File: src/rtl/core/afr_pkg.sv
// Shared types and codes of the alpha fade ramp.
package afr_pkg;

    localparam int FIELD_W = 16;
    localparam int ALPHA_W = 8;
    localparam int MODE_W  = 2;
    localparam int DIR_W   = 2;

    localparam logic CMD_TICK  = 1'b0;
    localparam logic CMD_START = 1'b1;

    localparam logic [DIR_W-1:0] DIR_IN  = 2'b01;
    localparam logic [DIR_W-1:0] DIR_OUT = 2'b11;

    localparam logic [MODE_W-1:0] MODE_IDLE = 2'd0;
    localparam logic [MODE_W-1:0] MODE_IN   = 2'd1;
    localparam logic [MODE_W-1:0] MODE_OUT  = 2'd2;

    localparam logic [ALPHA_W-1:0] ALPHA_MAX = 8'd255;
    localparam logic [ALPHA_W-1:0] ALPHA_MIN = 8'd0;

    typedef struct packed {
        logic busy;
        logic done;
    } div_status_t;

endpackage

File: src/rtl/core/afr_div.sv
// Restoring serial divider, one quotient bit per cycle.
module afr_div #(
    parameter int NUM_W = 24,
    parameter int DEN_W = 16
) (
    input  logic                 clk,
    input  logic                 rst_n,
    input  logic                 start,
    input  logic [NUM_W-1:0]     dividend,
    input  logic [DEN_W-1:0]     divisor,
    output logic [NUM_W-1:0]     quotient,
    output afr_pkg::div_status_t status
);
    import afr_pkg::*;

    localparam int CNT_W = $clog2(NUM_W + 1);

    logic [NUM_W-1:0] work_reg, work_next;
    logic [DEN_W-1:0] rem_reg, rem_next;
    logic [DEN_W-1:0] den_reg, den_next;
    logic [CNT_W-1:0] cnt_reg, cnt_next;
    logic             busy_reg, busy_next;
    logic             done_reg, done_next;
    logic [DEN_W:0]   trial;
    logic [DEN_W:0]   trial_sub;
    logic             qbit;

    always_comb
    begin
        trial     = {rem_reg, work_reg[NUM_W-1]};
        trial_sub = trial - {1'b0, den_reg};
        qbit      = (trial >= {1'b0, den_reg});
        work_next = work_reg;
        rem_next  = rem_reg;
        den_next  = den_reg;
        cnt_next  = cnt_reg;
        busy_next = busy_reg;
        done_next = 1'b0;
        if (start)
        begin
            work_next = dividend;
            rem_next  = '0;
            den_next  = divisor;
            cnt_next  = CNT_W'(NUM_W);
            busy_next = 1'b1;
        end
        else if (busy_reg)
        begin
            // shift in one quotient bit, keep the partial remainder
            work_next = {work_reg[NUM_W-2:0], qbit};
            rem_next  = qbit ? trial_sub[DEN_W-1:0] : trial[DEN_W-1:0];
            cnt_next  = cnt_reg - CNT_W'(1);
            if (cnt_reg == CNT_W'(1))
            begin
                busy_next = 1'b0;
                done_next = 1'b1;
            end
        end
    end

    always_ff @(posedge clk or negedge rst_n)
    begin
        if (!rst_n)
        begin
            busy_reg <= 1'b0;
            done_reg <= 1'b0;
            cnt_reg  <= '0;
        end
        else
        begin
            busy_reg <= busy_next;
            done_reg <= done_next;
            cnt_reg  <= cnt_next;
        end
    end

    always_ff @(posedge clk)
    begin
        work_reg <= work_next;
        rem_reg  <= rem_next;
        den_reg  <= den_next;
    end

    assign quotient    = work_reg;
    assign status.busy = busy_reg;
    assign status.done = done_reg;

endmodule

File: src/rtl/core/alpha_fade_ramp.sv
// Top level of the linear alpha fade engine: sequencer, fade state and output register.
// A start beat (command 1) begins a fade in (direction 1) or out (direction -1) over
// fade_duration ticks, presetting the elapsed time so the ramp resumes from the present
// alpha; a tick beat (command 0) advances an active fade by delta_ticks. Every input beat
// yields exactly one output beat carrying the alpha and fade_state after that beat. Time
// fields are used in their low TIME_BITS bits. Snaps, finished fades, idle ticks and
// no-effect starts go from the prepare step straight to the done step; a beat that needs
// a new elapsed time or alpha also passes the multiply step and the shared serial divider,
// which retires one quotient bit of a (TIME_BITS+8)-bit dividend per cycle, before the
// quotient is picked up. in_stall stays high while a beat is in work; the output register
// lets the next beat enter while a result waits on out_stall.
module alpha_fade_ramp #(
    parameter int TIME_BITS = 16
) (
    input  logic        clk,
    input  logic        rst_n,
    input  logic        in_valid,
    output logic        in_stall,
    input  logic        command,
    input  logic [1:0]  direction,
    input  logic [15:0] fade_duration,
    input  logic [15:0] delta_ticks,
    output logic        out_valid,
    input  logic        out_stall,
    output logic [7:0]  alpha,
    output logic [1:0]  fade_state
);
    import afr_pkg::*;

    localparam int TB    = TIME_BITS;
    localparam int NUM_W = TB + ALPHA_W;

    localparam logic [2:0] ST_IDLE = 3'd0;
    localparam logic [2:0] ST_PREP = 3'd1;
    localparam logic [2:0] ST_MUL  = 3'd2;
    localparam logic [2:0] ST_DIV  = 3'd3;
    localparam logic [2:0] ST_DONE = 3'd4;

    logic [2:0]         state_reg, state_next;
    logic [ALPHA_W-1:0] alpha_reg, alpha_next;
    logic [TB-1:0]      total_reg, total_next;
    logic [TB:0]        elapsed_reg, elapsed_next;
    logic [MODE_W-1:0]  mode_reg, mode_next;

    logic               cmd_reg, cmd_next;
    logic [DIR_W-1:0]   dir_reg, dir_next;
    logic [TB-1:0]      tval_reg, tval_next;
    logic [TB:0]        esum_reg, esum_next;
    logic [ALPHA_W-1:0] mul_a_reg, mul_a_next;
    logic [TB-1:0]      mul_b_reg, mul_b_next;
    logic [TB-1:0]      den_reg, den_next;

    logic               out_valid_reg, out_valid_next;
    logic [ALPHA_W-1:0] out_alpha_reg;
    logic [MODE_W-1:0]  out_mode_reg;

    logic [TB+FIELD_W-1:0] dur_wide;
    logic [TB+FIELD_W-1:0] delta_wide;
    logic [TB-1:0]         dur_t;
    logic [TB-1:0]         delta_t;
    logic                  in_fire;
    logic                  out_free;
    logic                  done_ge;
    logic [TB-1:0]         remain;
    logic                  div_start;
    logic [NUM_W-1:0]      product;
    logic [NUM_W-1:0]      quotient;
    div_status_t           div_stat;

    // take the low TIME_BITS bits of each time field, zero-extended when wider
    assign dur_wide   = {{TB{1'b0}}, fade_duration};
    assign delta_wide = {{TB{1'b0}}, delta_ticks};
    assign dur_t      = dur_wide[TB-1:0];
    assign delta_t    = delta_wide[TB-1:0];

    assign in_stall  = (state_reg != ST_IDLE);
    assign in_fire   = in_valid && !in_stall;
    assign out_free  = !out_valid_reg || !out_stall;
    assign done_ge   = (esum_reg >= {1'b0, total_reg});
    assign remain    = total_reg - esum_reg[TB-1:0];
    assign product   = NUM_W'(mul_a_reg) * NUM_W'(mul_b_reg);
    assign div_start = (state_reg == ST_MUL);

    afr_div #(
        .NUM_W (NUM_W),
        .DEN_W (TB)
    ) u_div (
        .clk      (clk),
        .rst_n    (rst_n),
        .start    (div_start),
        .dividend (product),
        .divisor  (den_reg),
        .quotient (quotient),
        .status   (div_stat)
    );

    always_comb
    begin
        state_next     = state_reg;
        alpha_next     = alpha_reg;
        total_next     = total_reg;
        elapsed_next   = elapsed_reg;
        mode_next      = mode_reg;
        cmd_next       = cmd_reg;
        dir_next       = dir_reg;
        tval_next      = tval_reg;
        esum_next      = esum_reg;
        mul_a_next     = mul_a_reg;
        mul_b_next     = mul_b_reg;
        den_next       = den_reg;
        out_valid_next = out_valid_reg && out_stall;

        unique case (state_reg)
            ST_IDLE:
            begin
                if (in_fire)
                begin
                    // hold the beat and the advanced elapsed time for the prepare step
                    cmd_next   = command;
                    dir_next   = direction;
                    tval_next  = dur_t;
                    esum_next  = elapsed_reg + {1'b0, delta_t};
                    state_next = ST_PREP;
                end
            end
            ST_PREP:
            begin
                state_next = ST_DONE;
                if (cmd_reg == CMD_START)
                begin
                    if (dir_reg == DIR_IN)
                    begin
                        if (alpha_reg == ALPHA_MAX || tval_reg == '0)
                        begin
                            alpha_next   = ALPHA_MAX;
                            total_next   = '0;
                            elapsed_next = '0;
                            mode_next    = MODE_IDLE;
                        end
                        else
                        begin
                            // elapsed = alpha*T/255
                            total_next = tval_reg;
                            mode_next  = MODE_IN;
                            mul_a_next = alpha_reg;
                            mul_b_next = tval_reg;
                            den_next   = TB'(ALPHA_MAX);
                            state_next = ST_MUL;
                        end
                    end
                    else if (dir_reg == DIR_OUT)
                    begin
                        if (alpha_reg == ALPHA_MIN || tval_reg == '0)
                        begin
                            alpha_next   = ALPHA_MIN;
                            total_next   = '0;
                            elapsed_next = '0;
                            mode_next    = MODE_IDLE;
                        end
                        else
                        begin
                            // elapsed = (255-alpha)*T/255
                            total_next = tval_reg;
                            mode_next  = MODE_OUT;
                            mul_a_next = ALPHA_MAX - alpha_reg;
                            mul_b_next = tval_reg;
                            den_next   = TB'(ALPHA_MAX);
                            state_next = ST_MUL;
                        end
                    end
                end
                else if (mode_reg == MODE_IN || mode_reg == MODE_OUT)
                begin
                    if (done_ge)
                    begin
                        // fade finished: land at the end value and drop to idle
                        alpha_next   = (mode_reg == MODE_IN) ? ALPHA_MAX : ALPHA_MIN;
                        total_next   = '0;
                        elapsed_next = '0;
                        mode_next    = MODE_IDLE;
                    end
                    else
                    begin
                        elapsed_next = esum_reg;
                        mul_a_next   = ALPHA_MAX;
                        mul_b_next   = (mode_reg == MODE_IN) ? esum_reg[TB-1:0] : remain;
                        den_next     = total_reg;
                        state_next   = ST_MUL;
                    end
                end
            end
            ST_MUL:
            begin
                state_next = ST_DIV;
            end
            ST_DIV:
            begin
                if (div_stat.done)
                begin
                    if (cmd_reg == CMD_START)
                    begin
                        elapsed_next = {1'b0, quotient[TB-1:0]};
                    end
                    else
                    begin
                        alpha_next = quotient[ALPHA_W-1:0];
                    end
                    state_next = ST_DONE;
                end
            end
            ST_DONE:
            begin
                // present the result once the output register is free
                if (out_free)
                begin
                    out_valid_next = 1'b1;
                    state_next     = ST_IDLE;
                end
            end
            default:
            begin
                state_next = ST_IDLE;
            end
        endcase
    end

    always_ff @(posedge clk or negedge rst_n)
    begin
        if (!rst_n)
        begin
            state_reg     <= ST_IDLE;
            alpha_reg     <= ALPHA_MAX;
            total_reg     <= '0;
            elapsed_reg   <= '0;
            mode_reg      <= MODE_IDLE;
            out_valid_reg <= 1'b0;
        end
        else
        begin
            state_reg     <= state_next;
            alpha_reg     <= alpha_next;
            total_reg     <= total_next;
            elapsed_reg   <= elapsed_next;
            mode_reg      <= mode_next;
            out_valid_reg <= out_valid_next;
        end
    end

    always_ff @(posedge clk)
    begin
        cmd_reg   <= cmd_next;
        dir_reg   <= dir_next;
        tval_reg  <= tval_next;
        esum_reg  <= esum_next;
        mul_a_reg <= mul_a_next;
        mul_b_reg <= mul_b_next;
        den_reg   <= den_next;
        if (state_reg == ST_DONE && out_free)
        begin
            out_alpha_reg <= alpha_reg;
            out_mode_reg  <= mode_reg;
        end
    end

    assign out_valid  = out_valid_reg;
    assign alpha      = out_alpha_reg;
    assign fade_state = out_mode_reg;

endmodule

File: config.mk
export PLATFORM = sky130hd
export DESIGN_NAME = alpha_fade_ramp
export DESIGN_NICKNAME = d
export VERILOG_FILES = /design/src/rtl/core/afr_pkg.sv /design/src/rtl/core/afr_div.sv /design/src/rtl/core/alpha_fade_ramp.sv
export SDC_FILE = /design/constraint.sdc
export NUM_CORES = 1
export LEC_CHECK = 0
export BUFFER_PORTS_ARGS = -buffer_cell sky130_fd_sc_hd__buf_2
export CAP_MARGIN = 40
export CORE_ASPECT_RATIO = 1.4
export CORE_MARGIN = 2
export CORE_UTILIZATION = 30
export CTS_CLUSTER_DIAMETER = 60
export DETAILED_ROUTE_END_ITERATION = 6
export GPL_ROUTABILITY_DRIVEN = 0
export PLACE_DENSITY = 0.51
export SETUP_SLACK_MARGIN = 0.4
export SYNTH_ARGS = -nofsm -noshare
export SYNTH_HDL_FRONTEND = slang
export SYNTH_HIERARCHICAL = 1
export SYNTH_SLANG_ARGS = --single-unit
File: constraint.sdc
create_clock -name clk -period 4.9 [get_ports clk]
set_clock_uncertainty 0.2 [all_clocks]
set_input_delay 0.245 -clock clk [delete_from_list [all_inputs] [get_ports clk]]
set_output_delay 0.245 -clock clk [all_outputs]
set_load 0.005 [all_outputs]
Yosys cells after proc, flatten, opt, wreduce, memory -nomap -nowiden --
Index checks and enable logic that the tools add are counted.
Operators by class: shift-type cells 0, eq/ne operators 24, div/mod/pow operators 0, $mul 1, reduce and logical (&&, ||, !) cells 24, multiplexer cells 81, $lt $le $gt $ge 2, add/sub/neg operators 5, bitwise logic cells 0
Operator list (count):
- 16-bit 2-to-1 mux | 23
- 17-bit 2-to-1 mux | 9
- 8-bit 2-to-1 mux | 17
- 24-bit 2-to-1 mux | 2
- 17-bit by 16-bit >= comparator with 1-bit output | 2
- 17-bit one-hot mux with 2 select lines | 1
- 16-bit subtractor | 2
- 3-bit 2-to-1 mux | 10
- 8-bit by 16-bit multiplier with 24-bit output | 1
- 17-bit by 16-bit adder with 17-bit output | 1
- 16-bit zero test | 1
- 8-bit one-hot mux with 2 select lines | 1
- 3-bit one-hot mux with 5 select lines | 1
- 2-bit 2-to-1 mux | 6
- 3-bit inequality test (second input constant) | 4
- 4-bit inequality test (second input constant) | 3
- 5-bit 2-to-1 mux | 2
- 2-bit inequality test (second input constant) | 5
- 1-bit 2-to-1 mux | 9
- 8-bit equality test (second input constant) | 1
- 8-bit zero test | 1
- 8-bit AND reduction | 1
- 2-bit nonzero test | 4
- 8-bit subtractor (first input constant) | 1
- 19 further kinds | 29
Word-level totals: bits in writable memories 0, output and inout bits 12, bits in latches 0, memories kept 0, input port bits 39, word-level logic and storage cells 158, register bits 196, bits in read-only memories 0

Logic depth before layout (Yosys ltp) --
depth in word-level cells 7, gate-level depth with buffers 18, mapped depth without buffers 17

By module --
Netlist, hierarchy kept.
Modules (own cells, without submodules):
- alpha_fade_ramp | instances 1, cells an instance 1134, area each 11290.8 µm², sequential area each 3768.6 µm²
- afr_div | instances 1, cells an instance 337, area each 3666.0 µm², sequential area each 1696.6 µm²

Worst setup path before layout --
OpenSTA, ideal clock, no wires.
path type register to register, start point register mul_a_reg[2], end point register u_div.work_reg[22] (netlist: u_div/quotient[22]) (data pin), path buffers 1, arrival 4.714 ns, period minus slack after synthesis 5.174 ns, stages on the path, launching flop included 18, path slack -0.274 ns, library setup time 0.260 ns, required time 4.440 ns, cell sequence edfxtp_1 -> clkbuf_1 -> nand2_1 -> fa_1 -> fa_1 -> inv_1 -> fa_1 -> inv_1 -> fa_1 -> inv_1 -> ha_1 -> and4_1 -> a32o_1 -> a211oi_1 -> a21o_1 -> nand2_1 -> a311o_1 -> mux2_2
Between the ends: word-level cells in the longest chain between the ends 2
RTL lines:
- start, declared | RTL line alpha_fade_ramp.sv:49 | logic [ALPHA_W-1:0] mul_a_reg, mul_a_next;
- start signal, assigned | RTL line alpha_fade_ramp.sv:255 | mul_a_reg <= mul_a_next;
- 8-bit by 16-bit multiplier with 24-bit output | RTL line alpha_fade_ramp.sv:81 | assign product = NUM_W'(mul_a_reg) * NUM_W'(mul_b_reg);
- net product[22] | RTL line alpha_fade_ramp.sv:66 | logic [NUM_W-1:0] product;
- 24-bit 2-to-1 mux | RTL line afr_div.sv:39 | if (start)
- net u_div.work_next[22] | RTL line afr_div.sv:18 | logic [NUM_W-1:0] work_reg, work_next;
- end signal, assigned | RTL line afr_div.sv:79 | work_reg <= work_next;
- end, declared | RTL line afr_div.sv:18
The timed path passes the listed nets, and every way through them passes these cells. A chain may end at the register's enable or synchronous reset.

Final worst setup path --
start point register mul_a_reg[2], end point register u_div.work_reg[19] (netlist: u_div/quotient[19]) (data pin)
The elaborated chain is that of the path after synthesis.

==> results.ini <==
[status]
status = finished, violations left
violations = setup timing

[critical_path]
required_ns = 4.90
crit_path_start_kind = flip-flop
worstPathArrival_ns = 5.08
crit_type = flip-flop to flip-flop
crit_fanout = 7
end_kind = flip-flop
rrSetupSlack_ns = -0.18

[global_routing]
grt_max_degree = 57
antenna_found_initial = 0
grt_pass1_vias = 11691
grt_pass1_wl_um = 63400
gr-usage-all-layers = 0.159
gr-total-overflow = 0

[final_layout]
fillers = 4872
diodes = 0
final_cell_mix = inv_1 (153), nand2_1 (130), edfxtp_1 (126), ha_1 (102), and2_1 (101)
area_growth_syn_to_layout_pct = 17.4
multi_input_area_mm2 = 0.00890
layout.nets = 1829
largest_reg_flops = 24
final_common_cell = inv_1
final-seq-area_mm2 = 0.00547
drive_gt1_frac = 0.179
finalInstanceArea_mm2 = 0.0176

[timing]
tightestPinTransition_ns = 0.854
fmax_mhz = 197
drv_slew = 0
finalCritPeriodShare = 1.04
setup_viol = 8
relSlewSlack = 0.424
rsz0062_at_grt = true
fin_setup_tns_ns = -0.902
post-route-min-period_ns = 5.08
finalHoldViolCount = 0
layout_setup_ws_ns = -0.178

[clock_network]
cts_buffers = 17
clock_latency_ns = 0.46
h-tree-depth = 4
cts_root_buffer = clkbuf_16
clockBufferDepth = 2
clk_transition_reported_paths_ns = 0.08
clock-sinks = 196
tritoncts = yes

[synthesis]
syn_inst = 1470
synth_nets = 1706
syn_area_mm2 = 0.0149
syn_area_per_cell_um2 = 10.2
yosys_warnings = 6

[drt]
vias = 11118
firstDrtPassIters = 5
wl_per_cell_um = 17.5
vias_per_cell = 4.96
wl_um = 39300
drc_errors = 0
first_iter_violations = 592
ant_nets = 0

[worst_hold_path]
worstHoldPathType = input pin to flip-flop

[floorplanning]
coreArea_mm2 = 0.0491
rows = 96
ioPinCount = 51
fp.dieW_um = 193
start_util = 0.304
chipHeight_um = 268
dieArea_mm2 = 0.0517

[placed_design]
hpwl_um = 31000
place_area_mm2 = 0.0165
post-place-ws_ns = -0.191
port_buffers = 50

[flow_run]
cap_violations = 0

## critical path, cell delays in order (launching register included)
cell      delay (ns)
edfxtp_1        0.54
and2_4          0.21
fa_2            0.56
fa_1            0.43
fa_1            0.50
inv_1           0.05
fa_1            0.50
inv_2           0.05
ha_4            0.27
buf_6           0.09
o211a_1         0.18
o31ai_4         0.09
a211oi_2        0.34
a21bo_2         0.27
a2111o_1        0.17
o311ai_2        0.11
mux2_4          0.28
## per-stage QoR
step / utilization / instances / hold WS [ns]
2_1_floorplan: - / 1470 / -0.251
3_3_place_gp: 0.334 / 2171 / 0.204
3_5_place_dp: 0.335 / 2173 / 0.206
4_1_cts: 0.356 / 2240 / 0.0303
5_1_grt: 0.357 / 2243 / 0.0470
6_report: 0.357 / 2243 / 0.0547
## final cells by class
class                           instances  share of cell area
Multi-Input combinational cell       1058               0.507
Sequential cell                       196               0.311
Timing Repair Buffer                  159              0.0671
Tap cell                              637              0.0454
Inverter                              161              0.0344
Clock buffer                           19              0.0259
Clock inverter                         13             0.00898
## per-layer routing
metal,vias up,wire length [um],GRT usage
met3,44,1040,0.0148
met1,5518,17400,0.202
li1,5361,-,-
met4,0,1060,0.0571
met2,195,19800,0.281
met5,-,0,0
## repair_timing
action / in CTS / in global routing
buffers inserted: 12 / 3
pin swaps: 18 / 18
setup endpoints to repair: 15 / 16
endpoints found under the hold margin: 69 / 0
hold buffers: 23 / 0
gates resized for setup: 19 / 19
## final timing paths
path                                      start                  to  depth (start not counted)
min in group asynchronous                 rst_n    u_div/cnt_reg[1]                          3
worst min register to register      den_reg[15]   u_div/den_reg[15]                          0
worst min-delay path            delta_ticks[13]        esum_reg[13]                          3
worst max register to register     mul_a_reg[2]  u_div/quotient[19]                         16
worst max-delay path               mul_a_reg[2]  u_div/quotient[19]                         16
max in group asynchronous                 rst_n     elapsed_reg[16]                          3
Power is not shown: default switching activity piles up to over one toggle a cycle in this logic, so the estimate is an artifact.
